<file path="src/design/r250_pkg.sv">
`default_nettype none
package r250_pkg;
	localparam int WORD_W = 16;
	localparam int LAG = 103;
	localparam logic [31:0] LCG_MULT = 32'h015a4e35;
	localparam logic [1:0] OP_RAW = 2'd0;
	localparam logic [1:0] OP_RANGED = 2'd1;
	localparam logic [1:0] OP_RESEED = 2'd2;
	localparam logic STATUS_OK = 1'b0;
	localparam logic STATUS_ZERO_LIMIT = 1'b1;

	typedef struct packed {
		logic shift;
		logic load;
		logic [WORD_W-1:0] load_word;
	} cell_ctl_t;

	// One congruential step.
	function automatic logic [31:0] lcg_step(input logic [31:0] x);
		lcg_step = x * LCG_MULT + 32'd1;
	endfunction
endpackage
`default_nettype wire

</file>
<file path="src/design/r250_if.sv">
`default_nettype none
interface r250_req_if;
	logic valid;
	logic ready;
	logic [1:0] operation;
	logic [15:0] range_limit;
	modport source (output valid, output operation, output range_limit, input ready);
	modport sink (input valid, input operation, input range_limit, output ready);
endinterface

interface r250_rsp_if;
	logic valid;
	logic ready;
	logic [15:0] draw_value;
	logic status;
	modport source (output valid, output draw_value, output status, input ready);
	modport sink (input valid, input draw_value, input status, output ready);
endinterface
`default_nettype wire

</file>
<file path="src/design/r250_cell.sv">
`default_nettype none
// One word of the rotating store; each shift moves the word one place on.
module r250_cell (
	input wire logic clk,
	input wire r250_pkg::cell_ctl_t ctl,
	input wire logic [r250_pkg::WORD_W-1:0] prev_word,
	output logic [r250_pkg::WORD_W-1:0] word_q
);
	always_ff @(posedge clk) begin
		if (ctl.shift) begin
			word_q <= ctl.load ? ctl.load_word : prev_word;
		end
	end
endmodule
`default_nettype wire

</file>
<file path="src/design/r250_div.sv">
`default_nettype none
// Restoring divider, one quotient bit per cycle.
module r250_div (
	input wire logic clk,
	input wire logic arst_n,
	input wire logic start,
	input wire logic [15:0] dividend,
	input wire logic [15:0] divisor,
	output logic busy_q,
	output logic [15:0] quot_q,
	output logic [15:0] rem_q
);
	logic [4:0] cnt_q;
	logic [16:0] trial;
	assign trial = {rem_q, quot_q[15]} - {1'b0, divisor};
	always_ff @(posedge clk or negedge arst_n) begin
		if (!arst_n) begin
			busy_q <= 1'b0;
			cnt_q <= '0;
		end else if (start) begin
			busy_q <= 1'b1;
			cnt_q <= 5'd16;
		end else if (busy_q) begin
			cnt_q <= cnt_q - 5'd1;
			if (cnt_q == 5'd1) busy_q <= 1'b0;
		end
	end
	always_ff @(posedge clk) begin
		if (start) begin
			quot_q <= dividend;
			rem_q <= '0;
		end else if (busy_q) begin
			if (!trial[16]) begin
				rem_q <= trial[15:0];
				quot_q <= {quot_q[14:0], 1'b1};
			end else begin
				rem_q <= {rem_q[14:0], quot_q[15]};
				quot_q <= {quot_q[14:0], 1'b0};
			end
		end
	end
endmodule
`default_nettype wire

</file>
<file path="src/design/r250_random_generator_core.sv">
`default_nettype none
// Lagged-Fibonacci (250, 103) XOR generator of 16-bit numbers. The 250 words sit
// in a ring of cells that rotates by one word per cycle while a pass or a draw
// shifts it; the head word and the word 103 places on are read at fixed taps.
// A raw draw goes through the S_RAW and S_OUT states to its result. A ranged draw
// works out its bound in the shared one-bit-per-cycle divider, then draws word
// pairs and takes the final remainder in the same divider before the result.
// A reseed runs a word fill pass, a top-bit pass and a pass that applies the
// diagonal fixup before its result; reset starts the same pass, during which no
// item is accepted (seed writes are always taken).
module r250_random_generator_core #(
	parameter int STORE_WORDS = 250
) (
	input wire logic clk,
	input wire logic arst_n,
	r250_req_if.sink req,
	r250_rsp_if.source rsp,
	input wire logic psel,
	input wire logic penable,
	input wire logic pwrite,
	input wire logic [1:0] paddr,
	input wire logic [31:0] pwdata,
	output logic [31:0] prdata,
	output logic pready
);
	localparam int IW = $clog2(STORE_WORDS);
	localparam logic [IW-1:0] LAST = IW'(STORE_WORDS - 1);
	localparam logic [3:0] S_IDLE = 4'd0, S_FILL = 4'd1, S_TOP = 4'd2, S_FIX = 4'd3,
		S_RAW = 4'd4, S_DIVB = 4'd5, S_MUL = 4'd6, S_PAIR = 4'd7, S_MOD = 4'd8,
		S_OUT = 4'd9, S_DIVW = 4'd10, S_MODW = 4'd11, S_RAW2 = 4'd12;

	logic [31:0] seed_q, lcg_q;
	logic [3:0] state_q;
	logic [IW-1:0] cnt_q;
	logic [3:0] fix_q;
	logic [15:0] mask_q, msb_q, lim_q, bound_q, val_q;
	logic pair_q;
	logic rsp_valid_q;
	logic [15:0] rsp_val_q;
	logic rsp_stat_q;
	logic boot_q;
	logic [15:0] words [STORE_WORDS];
	r250_pkg::cell_ctl_t ctl [STORE_WORDS];
	logic shift;
	logic [15:0] head_new;
	logic [15:0] xr;
	logic [31:0] lcg_nx;
	logic dstart, dbusy;
	logic [15:0] dnd, dsr, dq, dr;
	logic [31:0] prod;

	assign pready = 1'b1;
	assign prdata = (paddr == 2'd0) ? seed_q : 32'd0;
	assign lcg_nx = r250_pkg::lcg_step(lcg_q);
	assign xr = words[0] ^ words[r250_pkg::LAG];
	assign prod = 32'(bound_q) * 32'(lim_q);

	// Rotation: cell i takes the word of cell i+1, the last cell takes the new head.
	always_comb begin
		shift = 1'b0;
		head_new = words[0];
		unique case (state_q)
			S_FILL: begin shift = 1'b1; head_new = {1'b0, lcg_nx[30:16]}; end
			S_TOP: begin
				shift = 1'b1;
				head_new = words[0] | ((lcg_nx[30:16] > 15'd16384) ? 16'h8000 : 16'h0);
			end
			S_FIX: begin
				shift = 1'b1;
				head_new = (cnt_q == IW'(11 * fix_q + 3)) ? ((words[0] & mask_q) | msb_q)
					: words[0];
			end
			S_RAW, S_RAW2, S_PAIR: begin shift = 1'b1; head_new = xr; end
			default: ;
		endcase
	end

	for (genvar i = 0; i < STORE_WORDS; i++) begin : g_cell
		assign ctl[i].shift = shift;
		assign ctl[i].load = (i == STORE_WORDS - 1);
		assign ctl[i].load_word = head_new;
		r250_cell u_cell (
			.clk(clk), .ctl(ctl[i]),
			.prev_word(words[(i + 1) % STORE_WORDS]), .word_q(words[i])
		);
	end

	r250_div u_div (
		.clk(clk), .arst_n(arst_n), .start(dstart), .dividend(dnd), .divisor(dsr),
		.busy_q(dbusy), .quot_q(dq), .rem_q(dr)
	);
	assign dstart = (state_q == S_DIVB) || (state_q == S_MOD);
	assign dnd = (state_q == S_DIVB) ? 16'hffff : val_q;
	assign dsr = lim_q;

	assign req.ready = (state_q == S_IDLE) && !rsp_valid_q;
	assign rsp.valid = rsp_valid_q;
	assign rsp.draw_value = rsp_val_q;
	assign rsp.status = rsp_stat_q;

	always_ff @(posedge clk or negedge arst_n) begin
		if (!arst_n) begin
			seed_q <= 32'd12345;
			lcg_q <= 32'd12345;
			state_q <= S_FILL;
			cnt_q <= '0;
			rsp_valid_q <= 1'b0;
		end else begin
			if (psel && penable && pwrite && paddr == 2'd0) seed_q <= pwdata;
			if (rsp.valid && rsp.ready) rsp_valid_q <= 1'b0;
			unique case (state_q)
				S_IDLE: if (req.valid && req.ready) begin
					lim_q <= req.range_limit;
					unique case (req.operation)
						r250_pkg::OP_RAW: state_q <= S_RAW;
						r250_pkg::OP_RANGED: begin
							if (req.range_limit == 16'd0) begin
								rsp_val_q <= 16'd0;
								rsp_stat_q <= r250_pkg::STATUS_ZERO_LIMIT;
								rsp_valid_q <= 1'b1;
							end else state_q <= S_DIVB;
						end
						r250_pkg::OP_RESEED: begin
							lcg_q <= seed_q;
							// The current head becomes word 0; the ring rotates back to it
							// after each pass.
							cnt_q <= '0;
							state_q <= S_FILL;
						end
						default: begin
							rsp_val_q <= 16'd0;
							rsp_stat_q <= r250_pkg::STATUS_OK;
							rsp_valid_q <= 1'b1;
						end
					endcase
				end
				S_FILL, S_TOP: begin
					lcg_q <= lcg_nx;
					cnt_q <= (cnt_q == LAST) ? '0 : cnt_q + 1'b1;
					if (cnt_q == LAST) begin
						state_q <= (state_q == S_FILL) ? S_TOP : S_FIX;
						fix_q <= '0;
						mask_q <= 16'hffff;
						msb_q <= 16'h8000;
					end
				end
				S_FIX: begin
					cnt_q <= (cnt_q == LAST) ? '0 : cnt_q + 1'b1;
					if (cnt_q == IW'(11 * fix_q + 3)) begin
						fix_q <= fix_q + 4'd1;
						mask_q <= mask_q >> 1;
						msb_q <= msb_q >> 1;
					end
					if (cnt_q == LAST) begin
						state_q <= S_OUT;
						val_q <= 16'd0;
					end
				end
				S_RAW: begin
					val_q <= xr;
					cnt_q <= (cnt_q == LAST) ? '0 : cnt_q + 1'b1;
					state_q <= S_OUT;
				end
				S_DIVB: state_q <= S_DIVW;
				S_DIVW: if (!dbusy) begin bound_q <= dq; state_q <= S_MUL; end
				S_MUL: begin bound_q <= prod[15:0]; state_q <= S_PAIR; pair_q <= 1'b0; end
				S_PAIR: begin
					cnt_q <= (cnt_q == LAST) ? '0 : cnt_q + 1'b1;
					pair_q <= ~pair_q;
					if (pair_q && xr < bound_q) begin
						val_q <= xr;
						state_q <= S_MOD;
					end
				end
				S_MOD: state_q <= S_MODW;
				S_MODW: if (!dbusy) begin val_q <= dr; state_q <= S_OUT; end
				S_OUT: begin
					rsp_val_q <= val_q;
					rsp_stat_q <= r250_pkg::STATUS_OK;
					// Reset reseed delivers no result.
					rsp_valid_q <= !boot_q;
					state_q <= S_IDLE;
				end
				default: state_q <= S_IDLE;
			endcase
		end
	end

	always_ff @(posedge clk or negedge arst_n) begin
		if (!arst_n) boot_q <= 1'b1;
		else if (state_q == S_OUT) boot_q <= 1'b0;
	end
endmodule
`default_nettype wire
</file>
<file path="src/flat_wrapper.sv">
// flat-port wrapper written by rule: the top's interface ports become plain ports
module r250_random_generator_core_flat 
#(
	parameter int STORE_WORDS = 250
)
  (clk, arst_n, psel, penable, pwrite, paddr, pwdata, prdata, pready, req_valid, req_operation, req_range_limit, req_ready, rsp_valid, rsp_draw_value, rsp_status, rsp_ready);
  r250_req_if req_i ();
  r250_rsp_if rsp_i ();
  input wire logic clk;
  input wire logic arst_n;
  input wire logic psel;
  input wire logic penable;
  input wire logic pwrite;
  input wire logic [1:0] paddr;
  input wire logic [31:0] pwdata;
  output logic [31:0] prdata;
  output logic pready;
  input wire logic [$bits(req_i.valid)-1:0] req_valid;
  input wire logic [$bits(req_i.operation)-1:0] req_operation;
  input wire logic [$bits(req_i.range_limit)-1:0] req_range_limit;
  output wire logic [$bits(req_i.ready)-1:0] req_ready;
  output wire logic [$bits(rsp_i.valid)-1:0] rsp_valid;
  output wire logic [$bits(rsp_i.draw_value)-1:0] rsp_draw_value;
  output wire logic [$bits(rsp_i.status)-1:0] rsp_status;
  input wire logic [$bits(rsp_i.ready)-1:0] rsp_ready;
  assign req_i.valid = req_valid;
  assign req_i.operation = req_operation;
  assign req_i.range_limit = req_range_limit;
  assign req_ready = req_i.ready;
  assign rsp_valid = rsp_i.valid;
  assign rsp_draw_value = rsp_i.draw_value;
  assign rsp_status = rsp_i.status;
  assign rsp_i.ready = rsp_ready;
  r250_random_generator_core #(.STORE_WORDS(STORE_WORDS)) u_core (.clk(clk), .arst_n(arst_n), .req(req_i), .rsp(rsp_i), .psel(psel), .penable(penable), .pwrite(pwrite), .paddr(paddr), .pwdata(pwdata), .prdata(prdata), .pready(pready));
endmodule
</file>
<file path="config.mk">
export PLATFORM = sky130hd
export DESIGN_NAME = r250_random_generator_core_flat
export DESIGN_NICKNAME = d
export VERILOG_FILES = /design/src/design/r250_pkg.sv /design/src/design/r250_if.sv /design/src/design/r250_cell.sv /design/src/design/r250_div.sv /design/src/design/r250_random_generator_core.sv /design/src/flat_wrapper.sv
export SDC_FILE = /design/constraint.sdc
export NUM_CORES = 2
export LEC_CHECK = 0
export ABC_AREA = 1
export BUFFER_PORTS_ARGS = -buffer_cell sky130_fd_sc_hd__buf_2
export CAP_MARGIN = 0
export CORE_UTILIZATION = 60
export CTS_CLUSTER_DIAMETER = 80
export CTS_CLUSTER_SIZE = 40
export DETAILED_ROUTE_END_ITERATION = 10
export GPL_ROUTABILITY_DRIVEN = 1
export PLACE_DENSITY = 0.76
export RECOVER_POWER = 50
export SYNTH_ARGS = -nofsm -noshare
export SYNTH_HDL_FRONTEND = slang
export SYNTH_SLANG_ARGS = --single-unit
</file>
<file path="constraint.sdc">
create_clock -name clk -period 85.7 [get_ports clk]
set_input_delay 8.57 -clock clk [delete_from_list [all_inputs] [get_ports clk]]
set_output_delay 8.57 -clock clk [all_outputs]
set_load 0.01 [all_outputs]
</file>
# After elaboration in Yosys (flattened, before gate mapping)

Cells that the tools add are included.

Add/subtract/negate cells: 6
Bitwise gates (word level): 5
$lt $le $gt $ge: 2
Divide/modulo/power cells: 0
Mux-type cells: 61
Multipliers: 3
Shift-type cells: 0
Equality and inequality tests: 29
Reduce and logical (&&, ||, !) cells: 36

Operator list:

| operator                                                               | number |
|---|---|
| 16-bit two-way mux                                                     | 16 |
| 16-bit case mux with 2 select lines                                    | 5 |
| 16-bit case mux with 4 select lines                                    | 2 |
| 32-bit two-way mux                                                     | 3 |
| 32-bit case mux with 2 select lines                                    | 1 |
| 4-bit case mux with 10 select lines                                    | 1 |
| 4-bit two-way mux                                                      | 9 |
| 32-bit by 1-bit adder with 32-bit output (second input constant)       | 1 |
| 32-bit by 25-bit multiplier with 32-bit output (second input constant) | 1 |
| 16-bit bitwise OR                                                      | 2 |
| 8-bit two-way mux                                                      | 3 |
| 4-bit == test (second input constant)                                  | 5 |
| 17-bit by 16-bit subtractor with 17-bit output                         | 1 |
| 16-bit AND                                                             | 1 |
| 4-bit by 3-bit == test with 1-bit output (second input constant)       | 4 |
| 16-bit logical NOT                                                     | 1 |
| 16-bit less-than comparator                                            | 1 |
| 16-bit by 16-bit multiplier with 16-bit output                         | 1 |
| 8-bit case mux with 2 select lines                                     | 1 |
| 16-bit XOR                                                             | 1 |
| 15-bit greater-than comparator (second input constant)                 | 1 |
| 2-bit nonzero test                                                     | 7 |
| 4-bit case mux with 3 select lines                                     | 1 |
| 3-bit AND reduction                                                    | 4 |
| other kinds (35)                                                       | 69 |

Register bits after elaboration: 4,218
Output and inout port bits: 52
Bits of input ports: 59
Bits in read-only memories: 0
Memories kept: 0
Latch bits: 0
Bits in writable memories: 0

# Logic depth before layout (Yosys ltp)

Word-level depth: 6
Depth in mapped cells: 31
Mapped depth without buffers: 31

# Hierarchy

From an unflattened synthesis, not the netlist that was laid out.

Cell total of the unflattened synthesis: 20,197
Area, all modules: 206,159.0 um^2

Modules (own cells, without submodules):

| module                     | instances | area each (um^2) | cells an instance | seq. area each (um^2) |
|---|---|---|---|---|
| r250_cell                  | 250       | 724.4            | 68                | 480.5 |
| r250_random_generator_core | 1         | 22,221.3         | 2,754             | 4,977.3 |
| r250_div                   | 1         | 2,826.5          | 443               | 950.9 |

# Worst setup path after synthesis

Ideal clock, no wire load.

Path type: flip-flop to flip-flop
Start: reg u_core.state_q[2]
End: reg u_core.g_cell[249].u_cell.word_q[14] (netlist bit) (data pin)
Setup time: 0.466 ns
Data arrival time: 64.132 ns
Cell stages (with the launch flop): 12
Data required time: 85.234 ns
Path slack: 21.102 ns
Path buffers: 0
Path through: dfrtp_1 > inv_1 > nor2_1 > inv_1 > nor2_1 > a21oi_1 > nand2_2 > clkinv_1 > a221oi_1 > o21ai_0 > inv_1 > a31oi_1

RTL lines:

| what                     | RTL line                          | text |
|---|---|---|
| start: declaration       | r250_random_generator_core.sv:33  | `logic [3:0] state_q;` |
| start signal: assignment | r250_random_generator_core.sv:141 | `state_q <= (state_q == S_FILL) ? S_TOP : S_FIX;` |
| end signal: assignment   | r250_cell.sv:11                   | `word_q <= ctl.load ? ctl.load_word : prev_word;` |
| end: declaration         | r250_cell.sv:7                    | `output logic [r250_pkg::WORD_W-1:0] word_q` |

# Worst setup path in the final report

Start: in paddr[1]
End: out prdata[8]

Longest elaborated chain between the ends: 2

Ends and longest elaborated chain:

| what               | RTL line                         | text |
|---|---|---|
| start: declaration | flat_wrapper.sv:14               | `input wire logic [1:0] paddr;` |
| 2-bit logical NOT  | r250_random_generator_core.sv:53 | `assign prdata = (paddr == 2'd0) ? seed_q : 32'd0;` |
| 32-bit two-way mux | r250_random_generator_core.sv:53 |  |
| end: declaration   | flat_wrapper.sv:16               | `output logic [31:0] prdata;` |

Every way passes these cells.

==> flow_summary_export.csv <==
group,metric,value,unit
clock_network,cts_resized,0,
layout,nNetsFinal,7873,
floorplanning,num_io_pins,111,
logic_synthesis,synth_top_family_by_area,"adder cells",
logic_synthesis,synth_fa_ha_area_frac,0.05626,
critical_path,path_delay_family,"buffers and inverters",
drt,post_drt_wl_per_cell,24.15,um
critical_path,arrival,9630,ps
global_routing,grt_pass1_vias,56980,
drt,ant_nets,0,
critical_path,worst-path-buf-inv,3,
run_status,violations,"capacitance limit, slew limit",
logic_synthesis,synthDistinctLibCells,64,
logic_synthesis,synth_seq_cells,4216,
drt,viasPerCell,5.469,
global_routing,grt_max_degree,231,
clock_network,cts_setup_buffers,0,
critical_path,timing.critical_path.slowest_stage_cell,"inv_1",
logic_synthesis,netlist_area,144700,um^2
global_routing,grt_usage,0.2133,
global_routing,grt_first_pass_wirelength,375000,um
logic_synthesis,synth_area_leaders,"edfxtp_1, fa_1, ha_1",
layout,syn2layout_area_growth,6.564,%
hold_path,holdPathStages,0,
logic_synthesis,yosys-mux-area-fraction,0,
sta,finalSetupViolCount,0,
drt,highest_layer,"met5",
logic_synthesis,yosys_warnings,0,
sta,final-hold-violation-count,0,
critical_path,worstSetupPathType,"in2out",
critical_path,r2r_start,"u_core.state_q[0]$_DFFE_PN1P_",
layout,seqCellArea,126000,um^2
clock_network,clk_pin_slew,130,ps
sta,tns,0,ps
drt,vias,57740,
logic_synthesis,yosysTopAreaCell,"edfxtp_1",
critical_path,crit_path_end_kind,"primary output",
critical_path,crit_chain,"buf_2, nor2_1, inv_1, nor2_1, buf_2",
logic_synthesis,synth_edf_count,4117,
critical_path,critPathLaunchType,"input pin",
drt,wl_met3,12440,um
run_status,status,"finished, violations left",
clock_network,clock_tree.root_cell,"clkbuf_16",
sta,worst_slew_pin_slew,9429,ps
critical_path,worstReg2RegEnd,"u_core.g_cell[217].u_cell.word_q[2]$_DFFE_PP_",
clock_network,h-tree-depth,4,
layout,multi_input_comb_area,15410,um^2
drt,drtIter0Drc,5577,
logic_synthesis,synthSimpleGateAreaFrac,0.02853,
clock_network,cts_tree,"yes",
drt,met1_length,114700,um
floorplanning,die_area,243100,um^2
logic_synthesis,synth-compound-area-share,0.01428,
critical_path,critPathMaxFanout,32,
sta,period_needed,18200,ps
logic_synthesis,yosysTopAreaCellShare,0.8546,
hold_path,holdPathEnd,"u_core.g_cell[101].u_cell.word_q[15]$_DFFE_PP_",
sta,min_period_over_period,0.2124,
logic_synthesis,synth_cells,7065,
clock_network,hold_buffers,0,
flow_run,cap_violations,2,
floorplanning,die_w,493.0,um
floorplanning,floorplan.core_area,238700,um^2
critical_path,cp.required,77130,ps
sta,slew_viol_final,332,
drt,drtPass1Iterations,6,
placed_design,dp_hpwl,154700,um
floorplanning,start_util,0.6059,
global_routing,grt_overflow,0,
sta,slew_headroom,-5.286,
layout,fill_cells,15370,
critical_path,r2r_cells,6,
floorplanning,row_count,179,
global_routing,antenna_found_initial,26,
logic_synthesis,synth.avg_cell_area,20.48,um^2
logic_synthesis,synth-seq-area-share,0.8713,
logic_synthesis,synthXorXnorAreaFrac,0.007378,
placed_design,place.gp.congestion,0.9007,
logic_synthesis,syn-num-nets,7634,
sta,rsz0062_at_grt,"no",
clock_network,clock_latency,900,ps
logic_synthesis,async_reset_ff_frac,0.01969,
floorplanning,die_h,493.0,um
placed_design,io_buffers,109,
clock_network,clock_path_buffers,3,
clock_network,cts_made_buffers,142,
drt,routed_wl,255000,um
logic_synthesis,synth_flop_cell,"edfxtp_1",
critical_path,rrSetupSlack,72740,ps
clock_network,cts.sinks,4216,
layout,drive_above_1_share,0.05741,
logic_synthesis,ys_top_cells_by_count,"edfxtp_1, inv_1, nand2_1",
drt,route.met2.wl,120500,um
logic_synthesis,synth_most_common_cell,"edfxtp_1",
drt,drc,0,
hold_path,worstHoldStart,"u_core.g_cell[102].u_cell.word_q[15]$_DFFE_PP_",
sta,fin_skew,69.99,ps
critical_path,cpPeakStageDelay,620,ps
hold_path,hold_class,"reg2reg",
sta,max_freq,54.95,MHz
[final cells by class]
cell class                      count  share of cell area
Multi-Input combinational cell   1999             0.09997
Timing Repair Buffer              164            0.006623
Clock buffer                      161             0.02407
Inverter                          781             0.01907
Sequential cell                  4216              0.8176
Tap cell                         3167             0.02571
Clock inverter                     65            0.006826
Antenna cell                        6          0.00009740
[metal layers]
metal | up-vias | GRT usage
met2 | 1595 | 0.3358
li1 | 26050 | -
met5 | - | 0
met4 | 8 | 0.06068
met1 | 29760 | 0.3203
met3 | 332 | 0.02691
[worst max path at each step]
stage | from | depth (start not counted) | slack, ps | endpoint
6_report | paddr[1] | 5 | 67500 | prdata[8]
5_1_grt | paddr[0] | 5 | 67370 | prdata[0]
4_1_cts | paddr[1] | 5 | 67500 | prdata[0]
3_5_place_dp | paddr[1] | 5 | 67510 | prdata[0]
3_3_place_gp | paddr[1] | 5 | 67470 | prdata[12]
2_1_floorplan | u_core.state_q[2]$_DFFE_PN0P_ | 11 | 21100 | u_core.g_cell[249].u_cell.word_q[14]$_DFFE_PP_
[placed cells by master, fill, tap and decap left out, types with 6 or more instances in the layout]
cell | synthesis | routed
nor4_1 | 6 | 6
a21oi_1 | 129 | 129
o21ai_0 | 107 | 107
nand2_1 | 630 | 631
dfstp_2 | 14 | 13
o2111ai_1 | 10 | 10
o22ai_1 | 31 | 31
xnor2_1 | 57 | 57
dfrtp_1 | 69 | 69
a31oi_1 | 8 | 8
clkinv_8 | 0 | 10
nor3_1 | 11 | 10
inv_6 | 1 | 9
bufinv_16 | 0 | 6
nand4_1 | 23 | 23
buf_12 | 0 | 6
inv_16 | 0 | 9
a21o_1 | 8 | 8
ha_1 | 276 | 276
o211ai_1 | 9 | 9
dfxtp_1 | 16 | 16
edfxtp_1 | 4117 | 4117
xor2_1 | 63 | 63
inv_1 | 774 | 775
clkinv_2 | 0 | 6
diode_2 | 0 | 6
clkbuf_16 | 0 | 146
buf_4 | 1 | 46
buf_2 | 10 | 108
clkinv_16 | 0 | 9
or2_2 | 21 | 21
nand3b_1 | 11 | 11
o21ai_1 | 26 | 26
fa_1 | 234 | 234
clkbuf_1 | 57 | 19
nor2_1 | 227 | 226
nand3_1 | 58 | 58
[cells by family (layout without fill, tap and decap cells)]
kind of cell	Yosys count	in the layout
buffers and inverters	850	1171
adder cells (fa/ha/maj)	510	510
other	1	7
XOR/XNOR	121	121
AO/OA/AOI/OAI	362	362
AND/OR/NAND/NOR	1005	1005
flip-flops	4216	4216
[through the flow]
| step | hold slack [ps] | instance area, um^2 | setup slack (ps) | std cells | utilization |
|---|---|---|---|---|---|
| floorplan | 400.3 | 144700 | 21100 | 7065 | - |
| global placement | 400.1 | 149400 | 67470 | 10330 | 0.6259 |
| detailed placement | 404.5 | 149400 | 67510 | 10330 | 0.6259 |
| CTS | 371.5 | 154200 | 67500 | 10550 | 0.6458 |
| global route | 377.1 | 154100 | 67370 | 10560 | 0.6456 |
| finish | 366.6 | 154200 | 67500 | 10560 | 0.6457 |
[flip-flops by register name, indices dropped and copies added (netlist names)]
name and flops:
u_core.g_cell.u_cell.word_q 4000, u_core.seed_q 32, u_core.lcg_q 31, u_core.bound_q 16, u_core.dsr 16, u_core.msb_q 16, u_core.rsp.draw_value 16, u_core.u_div.quot_q 16
u_core.u_div.rem_q 16, u_core.val_q 16, u_core.mask_q 15, u_core.cnt_q 8, u_core.u_div.cnt_q 5, u_core.fix_q 4, u_core.state_q 4, u_core.boot_q 1
u_core.pair_q 1, u_core.rsp.status 1, u_core.rsp.valid 1, u_core.u_div.busy_q 1
Power is not shown: default switching activity piles up to over one toggle a cycle in this logic, so the estimate is an artifact.
